==> config.mk <==
export PLATFORM = sky130hd
export DESIGN_NAME = thermistor_table_interpolator_unit
export DESIGN_NICKNAME = d
export VERILOG_FILES = /design/src/tti_pkg.sv /design/src/thermistor_table_interpolator_unit.sv
export SDC_FILE = /design/constraint.sdc
export NUM_CORES = 1
export LEC_CHECK = 0
export ABC_CLOCK_PERIOD_IN_PS = 6700
export BUFFER_PORTS_ARGS = -buffer_cell sky130_fd_sc_hd__clkbuf_2
export CORE_ASPECT_RATIO = 1.4
export CORE_MARGIN = 3
export CORE_UTILIZATION = 54
export DETAILED_ROUTE_END_ITERATION = 12
export GPL_ROUTABILITY_DRIVEN = 0
export PLACE_DENSITY = 0.72
export REMOVE_ABC_BUFFERS = 1
export SLEW_MARGIN = 20
export SYNTH_ARGS = -nofsm -noshare
export SYNTH_HDL_FRONTEND = slang
export SYNTH_SLANG_ARGS = --single-unit
==> constraint.sdc <==
create_clock -name clk_i -period 6.7 [get_ports clk_i]
set_input_delay 0.67 -clock clk_i [delete_from_list [all_inputs] [get_ports clk_i]]
set_output_delay 0.67 -clock clk_i [all_outputs]
set_load 0.03 [all_outputs]
==> src/tti_pkg.sv <==
// shared constants, types and calibration rom contents for the thermistor interpolator
package tti_pkg;

  // field widths
  localparam int unsigned ADC_W    = 16;
  localparam int unsigned CFG_W    = 8;
  localparam int unsigned TEMP_W   = 13;
  localparam int unsigned STATUS_W = 2;

  // widest point index any table size can use (up to 64 entries)
  localparam int unsigned PT_IDX_W = 6;

  // calibration rom
  localparam int unsigned ROM_POINTS = 26;
  localparam int unsigned ROM_IDX_W  = 5;

  // temperature before saturation, quotient and dividend widths
  localparam int unsigned SUM_W  = 15;
  localparam int unsigned QUO_W  = CFG_W + 1;
  localparam int unsigned PROD_W = ADC_W + CFG_W;
  localparam int unsigned DVD_W  = PROD_W + 1;

  localparam logic [TEMP_W-1:0] TEMP_MAX = '1;

  // configuration register indexes
  typedef enum logic [0:0] {
    CFG_START = 1'b0,
    CFG_STEP  = 1'b1
  } cfg_idx_e;

  // range status codes
  typedef enum logic [STATUS_W-1:0] {
    RS_INSIDE   = 2'd0,
    RS_LOW      = 2'd1,
    RS_HIGH     = 2'd2,
    RS_RESERVED = 2'd3
  } range_status_e;

  typedef logic [ADC_W-1:0] point_t;

  localparam point_t CAL_ROM [ROM_POINTS] = '{
    16'd1703, 16'd1916, 16'd2115, 16'd2302, 16'd2478, 16'd2643, 16'd2799,
    16'd2947, 16'd3087, 16'd3219, 16'd3345, 16'd3465, 16'd3578, 16'd3687,
    16'd3790, 16'd3889, 16'd3984, 16'd4074, 16'd4160, 16'd4243, 16'd4323,
    16'd4400, 16'd4473, 16'd4544, 16'd4612, 16'd4678
  };

  // points past the end of the rom repeat the last one
  function automatic point_t point_at(input logic [PT_IDX_W-1:0] idx);
    point_t p;
    if (idx >= PT_IDX_W'(ROM_POINTS)) begin
      p = CAL_ROM[ROM_POINTS-1];
    end else begin
      p = CAL_ROM[idx[ROM_IDX_W-1:0]];
    end
    return p;
  endfunction

endpackage

==> src/thermistor_table_interpolator_unit.sv <==
// thermistor reading to temperature converter: rom binary search and interpolation
//
// Each accepted adc_sum beat is turned into one temperature beat. The calibration
// points sit in a synchronous rom with a registered read; the sequencer reads the
// last point, then the first, then one point per binary-search probe until the
// bracket is found. The fraction between two points is formed by one 8x16 multiply
// and a nine-step restoring division, one quotient bit per cycle. A reading clamped
// high or low skips the search and the division. in_ready_o rises the cycle after
// the result is loaded; a result that still waits in the output register when the
// next one is done holds the sequencer until it is taken.
// One item is worked on at a time; a new beat is taken as soon as the previous result
// sits in the output register, even while that result still waits to be taken.
// range_status reports 0 inside the table, 1 clamped low, 2 clamped high.
module thermistor_table_interpolator_unit #(
  parameter int unsigned TABLE_ENTRIES = 26
) (
  input  logic                          clk_i,
  input  logic                          rst_ni,
  // configuration writes
  input  logic                          cfg_we_i,
  input  logic                          cfg_idx_i,
  input  logic [tti_pkg::CFG_W-1:0]     cfg_data_i,
  // reading in
  input  logic                          in_valid_i,
  output logic                          in_ready_o,
  input  logic [tti_pkg::ADC_W-1:0]     adc_sum_i,
  // temperature out
  output logic                          out_valid_o,
  input  logic                          out_ready_i,
  output logic [tti_pkg::TEMP_W-1:0]    temperature_o,
  output logic [tti_pkg::STATUS_W-1:0]  range_status_o
);
  import tti_pkg::*;

  localparam int unsigned IDX_W = (TABLE_ENTRIES > 2) ? $clog2(TABLE_ENTRIES) : 1;
  localparam logic [IDX_W-1:0] LAST_IDX = IDX_W'(TABLE_ENTRIES - 1);
  localparam logic [IDX_W-1:0] MID0_IDX = IDX_W'((TABLE_ENTRIES - 1) / 2);
  localparam int unsigned CNT_W = $clog2(QUO_W);

  typedef enum logic [2:0] {
    S_IDLE,
    S_CHK_HI,
    S_CHK_LO,
    S_SEARCH,
    S_PREP,
    S_ROUND,
    S_DIV,
    S_FIN
  } state_e;

  state_e                state_q;
  logic [CFG_W-1:0]      table_start_q, table_step_q;
  logic [ADC_W-1:0]      adc_q;
  logic [IDX_W-1:0]      lo_q, hi_q, mid_q;
  point_t                vlo_q, vhi_q;
  logic                  clamp_q, nodiv_q;
  logic [STATUS_W-1:0]   status_q;
  logic [SUM_W-1:0]      base_q;
  logic [PROD_W-1:0]     prod_q;
  logic [ADC_W-1:0]      gap_q, rem_q;
  logic [QUO_W-1:0]      dsh_q;
  logic [CNT_W-1:0]      cnt_q;
  logic                  out_valid_q;
  logic [TEMP_W-1:0]     temp_q;
  logic [STATUS_W-1:0]   rs_q;

  // rom read port
  logic [IDX_W-1:0]      rd_addr;
  point_t                rom_q;

  // search step
  logic [IDX_W-1:0]      lo_n, hi_n, mid_n;
  logic [IDX_W:0]        mid_sum;
  point_t                vlo_n, vhi_n;

  // datapath helpers
  logic                  exact;
  logic [DVD_W-1:0]      dividend;
  logic [ADC_W:0]        trial;
  logic                  qbit;
  logic [SUM_W-1:0]      temp_sum;
  logic                  out_free;
  logic                  out_load;

  assign in_ready_o     = (state_q == S_IDLE);
  assign out_valid_o    = out_valid_q;
  assign temperature_o  = temp_q;
  assign range_status_o = rs_q;
  assign out_free       = !out_valid_q || out_ready_i;
  assign out_load       = (state_q == S_FIN) && out_free;

  // one probe: narrow the bracket around the reading
  always_comb begin
    lo_n  = lo_q;
    hi_n  = hi_q;
    vlo_n = vlo_q;
    vhi_n = vhi_q;
    if (adc_q > rom_q) begin
      lo_n  = mid_q;
      vlo_n = rom_q;
    end else begin
      hi_n  = mid_q;
      vhi_n = rom_q;
    end
    mid_sum = {1'b0, lo_n} + {1'b0, hi_n};
    mid_n   = mid_sum[IDX_W:1];
  end

  // address for the next rom read
  always_comb begin
    unique case (state_q)
      S_IDLE:   rd_addr = LAST_IDX;
      S_CHK_HI: rd_addr = '0;
      S_CHK_LO: rd_addr = MID0_IDX;
      S_SEARCH: rd_addr = mid_n;
      default:  rd_addr = mid_q;
    endcase
  end

  // calibration rom, registered read
  always_ff @(posedge clk_i) begin
    rom_q <= point_at(PT_IDX_W'(rd_addr));
  end

  // division step and final sum
  always_comb begin
    exact    = clamp_q || (adc_q >= vhi_q);
    dividend = {1'b0, prod_q} + DVD_W'(gap_q >> 1);
    trial    = {rem_q, dsh_q[QUO_W-1]};
    qbit     = (trial >= {1'b0, gap_q});
    temp_sum = base_q + (nodiv_q ? '0 : SUM_W'(dsh_q));
  end

  // configuration registers
  always_ff @(posedge clk_i or negedge rst_ni) begin
    if (!rst_ni) begin
      table_start_q <= '0;
      table_step_q  <= CFG_W'(20);
    end else if (cfg_we_i) begin
      unique case (cfg_idx_e'(cfg_idx_i))
        CFG_START: table_start_q <= cfg_data_i;
        CFG_STEP:  table_step_q  <= cfg_data_i;
        default:   ;
      endcase
    end
  end

  // sequencer and output register
  always_ff @(posedge clk_i or negedge rst_ni) begin
    if (!rst_ni) begin
      state_q     <= S_IDLE;
      out_valid_q <= 1'b0;
      temp_q      <= '0;
      rs_q        <= RS_INSIDE;
      adc_q       <= '0;
      lo_q        <= '0;
      hi_q        <= '0;
      mid_q       <= '0;
      vlo_q       <= '0;
      vhi_q       <= '0;
      clamp_q     <= 1'b0;
      nodiv_q     <= 1'b0;
      status_q    <= RS_INSIDE;
      base_q      <= '0;
      prod_q      <= '0;
      gap_q       <= '0;
      rem_q       <= '0;
      dsh_q       <= '0;
      cnt_q       <= '0;
    end else begin
      out_valid_q <= out_load || (out_valid_q && !out_ready_i);
      unique case (state_q)
        S_IDLE: begin
          if (in_valid_i) begin
            adc_q    <= adc_sum_i;
            lo_q     <= '0;
            hi_q     <= LAST_IDX;
            clamp_q  <= 1'b0;
            status_q <= RS_INSIDE;
            state_q  <= S_CHK_HI;
          end
        end
        // rom holds the last point
        S_CHK_HI: begin
          vhi_q <= rom_q;
          if (adc_q >= rom_q) begin
            clamp_q  <= 1'b1;
            status_q <= RS_HIGH;
            state_q  <= S_PREP;
          end else begin
            state_q <= S_CHK_LO;
          end
        end
        // rom holds the first point
        S_CHK_LO: begin
          vlo_q <= rom_q;
          mid_q <= MID0_IDX;
          if (adc_q <= rom_q) begin
            clamp_q  <= 1'b1;
            hi_q     <= '0;
            status_q <= RS_LOW;
            state_q  <= S_PREP;
          end else if (LAST_IDX > IDX_W'(1)) begin
            state_q <= S_SEARCH;
          end else begin
            state_q <= S_PREP;
          end
        end
        // rom holds the point at mid
        S_SEARCH: begin
          lo_q  <= lo_n;
          hi_q  <= hi_n;
          vlo_q <= vlo_n;
          vhi_q <= vhi_n;
          mid_q <= mid_n;
          if ((hi_n - lo_n) <= IDX_W'(1)) begin
            state_q <= S_PREP;
          end
        end
        S_PREP: begin
          base_q  <= SUM_W'(table_start_q)
                   + SUM_W'(table_step_q) * SUM_W'(exact ? hi_q : lo_q);
          prod_q  <= PROD_W'(table_step_q) * PROD_W'(adc_q - vlo_q);
          gap_q   <= vhi_q - vlo_q;
          nodiv_q <= exact || (vhi_q == vlo_q);
          dsh_q   <= '0;
          state_q <= (exact || (vhi_q == vlo_q)) ? S_FIN : S_ROUND;
        end
        // add half the gap, load the divider
        S_ROUND: begin
          rem_q   <= dividend[DVD_W-1:QUO_W];
          dsh_q   <= dividend[QUO_W-1:0];
          cnt_q   <= CNT_W'(QUO_W - 1);
          state_q <= S_DIV;
        end
        // restoring division, one quotient bit per cycle
        S_DIV: begin
          rem_q <= qbit ? ADC_W'(trial - {1'b0, gap_q}) : trial[ADC_W-1:0];
          dsh_q <= {dsh_q[QUO_W-2:0], qbit};
          cnt_q <= cnt_q - CNT_W'(1);
          if (cnt_q == '0) begin
            state_q <= S_FIN;
          end
        end
        S_FIN: begin
          if (out_free) begin
            temp_q      <= (temp_sum > SUM_W'(TEMP_MAX)) ? TEMP_MAX : temp_sum[TEMP_W-1:0];
            rs_q        <= status_q;
            state_q     <= S_IDLE;
          end
        end
        default: state_q <= S_IDLE;
      endcase
    end
  end

  // bracket stays around the reading while probing
  assert property (@(posedge clk_i) disable iff (!rst_ni)
    state_q == S_SEARCH |-> (vlo_q < adc_q) && (adc_q <= vhi_q) && (lo_q < hi_q))
    else $error("search bracket lost the reading");

  // partial remainder stays below the divisor
  assert property (@(posedge clk_i) disable iff (!rst_ni)
    state_q == S_DIV |-> rem_q < gap_q)
    else $error("divider remainder out of range");

  // low clamp gives the start temperature
  assert property (@(posedge clk_i) disable iff (!rst_ni)
    out_valid_o && (range_status_o == RS_LOW) |-> temperature_o == TEMP_W'(table_start_q))
    else $error("low clamp temperature wrong");

  // reserved status code never leaves the block
  assert property (@(posedge clk_i) disable iff (!rst_ni)
    $rose(out_valid_o) |-> range_status_o != RS_RESERVED)
    else $error("reserved range status on output");

endmodule

==> qor.yml <==
syn-instance-count: 2199
critical_path.endpoint: "prod_q[22]"
finalCritPeriodShare: 0.986
synthMuxAreaShare: 0.0555
grt-ovfl-total: 0
cts_max_path_buffers: 2
yosysMostFrequentCell: "nand2_1"
synth-simple-area-share: 0.169
cts.clk_slew.worst_paths_ns: 0.08
drt-wirelength-per-cell_um: 17.3
synth-edff-count: 0
synth_fa_ha_area_frac: 0.261
syn_area_per_cell_um2: 8.72
ctsHoldBuffers: 0
ys_ff_latch: 192
antenna_found_initial: 0
path_class: "reg2reg"
insertedDiodeCount: 0
yosysWarningCount: 0
netlist_top_cells_area: "dfrtp_1 23%, fa_1 14%, ha_1 12%"
ys_seq_area_frac: 0.247
status: "completed"
htreeDepth: 4
critPathArrivalTime_ns: 6.97
synth_commonest_cells: "338 x nand2_1, 266 x inv_1, 182 x ha_1"
max_slew_margin: 0.242
ys_async_sr_fraction: 0.932
numPortBuffers: 46
ys_types: 85
reg2reg_to: "prod_q[22]"
drt-total-wl_mm: 47.0
synth_area_um2: 19200
hold_violations: 0
antenna_left: 0
layout-drive-gt1-share: 0.117
path_max_fanout: 3
worst_pin_slew_ns: 1.13
end_kind: "flip-flop"
vias_per_cell: 5.73
grt_pass1_wl_mm: 78.5
rrSetupSlack_ns: 0.09
grt_start_max_net_pins: 113
drv_cap: 0
fin_skew_ns: 0.0161
critPathLaunchType: "flip-flop"
die_x_um: 165
required_ns: 7.07
clk_latency_ns: 0.45
drtPass1Iterations: 7
start_util: 0.548
dp_hpwl_mm: 36.9
critPathLaunch: "adc_q[1]"
max_clock_freq_ghz: 0.151
root_buffer: "clkbuf_16"
tns_ns: 0
synth_top_area_frac: 0.231
final-setup-viol-count: 0
layout.nets: 2595
min_period_ns: 6.61
drt_iter0_drc: 884
die_area_um2: 37800
die_h_um: 229
cts_tree: "built"
ff2ff_path_depth: 27
utilization: 0.602
hp-class: "in2async"
ys.flop_type: "dfrtp_1"
numCtsBuffers: 17
rsz0062_at_grt: "yes"
synth_top_family_by_area: "adder cells"
rr_startpoint: "adc_q[1]"
drc: 0
vias: 15564
yosysTopAreaCell: "dfrtp_1"
fp-row-count: 81
num_io_pins: 47
slew_violations: 0
core_area_um2: 35000
cts.sinks: 192
synth_xor_area_frac: 0.0398
syn2layout_area_growth_pct: 9.89
first_global_vias: 16146
synth_compound_area_frac: 0.155
grt.total_usage: 0.255
logic make-up after synthesis:
group | Yosys count
fa+ha+maj | 318
xor+xnor | 87
compound gates | 446
mux | 100
flops | 192
simple gates | 697
buf+inv | 359
stage by stage:
step                      hold WS (ns)  area (um2)  std cells  setup WS, ns
final                            0.353       21100       2716        0.0938
after global routing             0.410       21100       2716        -0.125
after floorplan                  0.374       18800       2109        -0.201
after global placement           0.471       20100       2673        0.0668
after detailed placement         0.473       20100       2673       -0.0915
after CTS                        0.371       20700       2705      -0.00931
flip-flops by register name, summed over array words and instances, names as in the netlist, 2 cells and up:
| signal | count |
|---|---|
| adc_q | 16 |
| base_q | 14 |
| cnt_q | 4 |
| dsh_q | 9 |
| gap_q | 16 |
| hi_q | 5 |
| lo_q | 5 |
| mid_q | 5 |
| prod_q | 24 |
| range_status_o | 2 |
| rem_q | 16 |
| rom_q | 13 |
| state_q | 3 |
| status_q | 2 |
| table_start_q | 8 |
| table_step_q | 8 |
| temperature_o | 13 |
| vhi_q | 13 |
| vlo_q | 13 |
layer usage:
| layer | up-vias | track usage | wire, um |
|---|---|---|---|
| met5 | - | 0 | 0 |
| met4 | 0 | 0.0913 | 1270 |
| met3 | 87 | 0.0228 | 1490 |
| met2 | 353 | 0.451 | 24600 |
| met1 | 7625 | 0.322 | 19600 |
| li1 | 7499 | - | - |
repair_timing:
| action | 4_1_cts | 5_1_grt |
|---|---|---|
| setup buffers | 0 | 11 |
| pin swaps | 2 | 38 |
| gates resized for setup | 5 | 61 |
| hold endpoints to repair | 0 | 0 |
| endpoints found under the setup margin | 3 | 9 |
how the worst min path moves through the flow:
stage	from	endpoint	slack (ns)
5_1_grt	adc_sum_i[10]	adc_q[10]	0.41
4_1_cts	rst_ni	temperature_o[7]	0.37
3_3_place_gp	base_q[0]	base_q[0]	0.47
6_report	rst_ni	temperature_o[7]	0.35
3_5_place_dp	prod_q[4]	prod_q[4]	0.47
2_1_floorplan	rst_ni	adc_q[0]	0.37
placed cells by master (no fill, tap or decap), types with 10 or more instances in the layout:
master / n
mux2_2: 31
inv_1: 259
o211ai_1: 17
ha_1: 171
clkbuf_16: 17
clkbuf_2: 45
a21o_1: 28
a211oi_1: 17
nand2_1: 338
a21oi_1: 83
o21a_1: 26
nand3_1: 36
nor3_1: 28
xor2_1: 32
buf_4: 73
dfrtp_1: 177
nand4_1: 17
xnor2_1: 49
nor2b_1: 44
or3_1: 12
o22a_1: 17
nand2b_1: 13
fa_1: 135
and3_1: 13
dfxtp_1: 13
a31oi_1: 10
o21ai_0: 105
and2_1: 67
o31ai_1: 21
mux2i_1: 64
nor2_1: 95
critical path: stages (launching register included):
cell and delay (ns):
dfrtp_1 0.39, buf_4 0.16, inv_4 0.05, fa_2 0.22
nor2b_2 0.05, o31a_1 0.31, o21a_2 0.25, a21o_1 0.18
a21oi_2 0.16, xnor2_1 0.16, buf_4 0.16, nand2_1 0.07
fa_1 0.57, inv_1 0.05, fa_1 0.45, fa_1 0.49
inv_1 0.06, fa_1 0.52, inv_1 0.04, ha_1 0.20
a21o_1 0.17, or3_4 0.35, o2111ai_4 0.22, a311oi_2 0.15
a41oi_2 0.27, a21oi_2 0.09, or4b_2 0.62, o2111ai_2 0.09
area by class of cell:
cell class                 instances  area (um2)
clock buffer                      21         470
clock inverter                    11         106
fill                            2965       13900
inverter                         269        1010
multi-input combinational       1648       13400
sequential                       192        4740
tap                              456         571
timing repair buffer             119         787
Power is not shown: default switching activity piles up to over one toggle a cycle in this logic, so the estimate is an artifact.
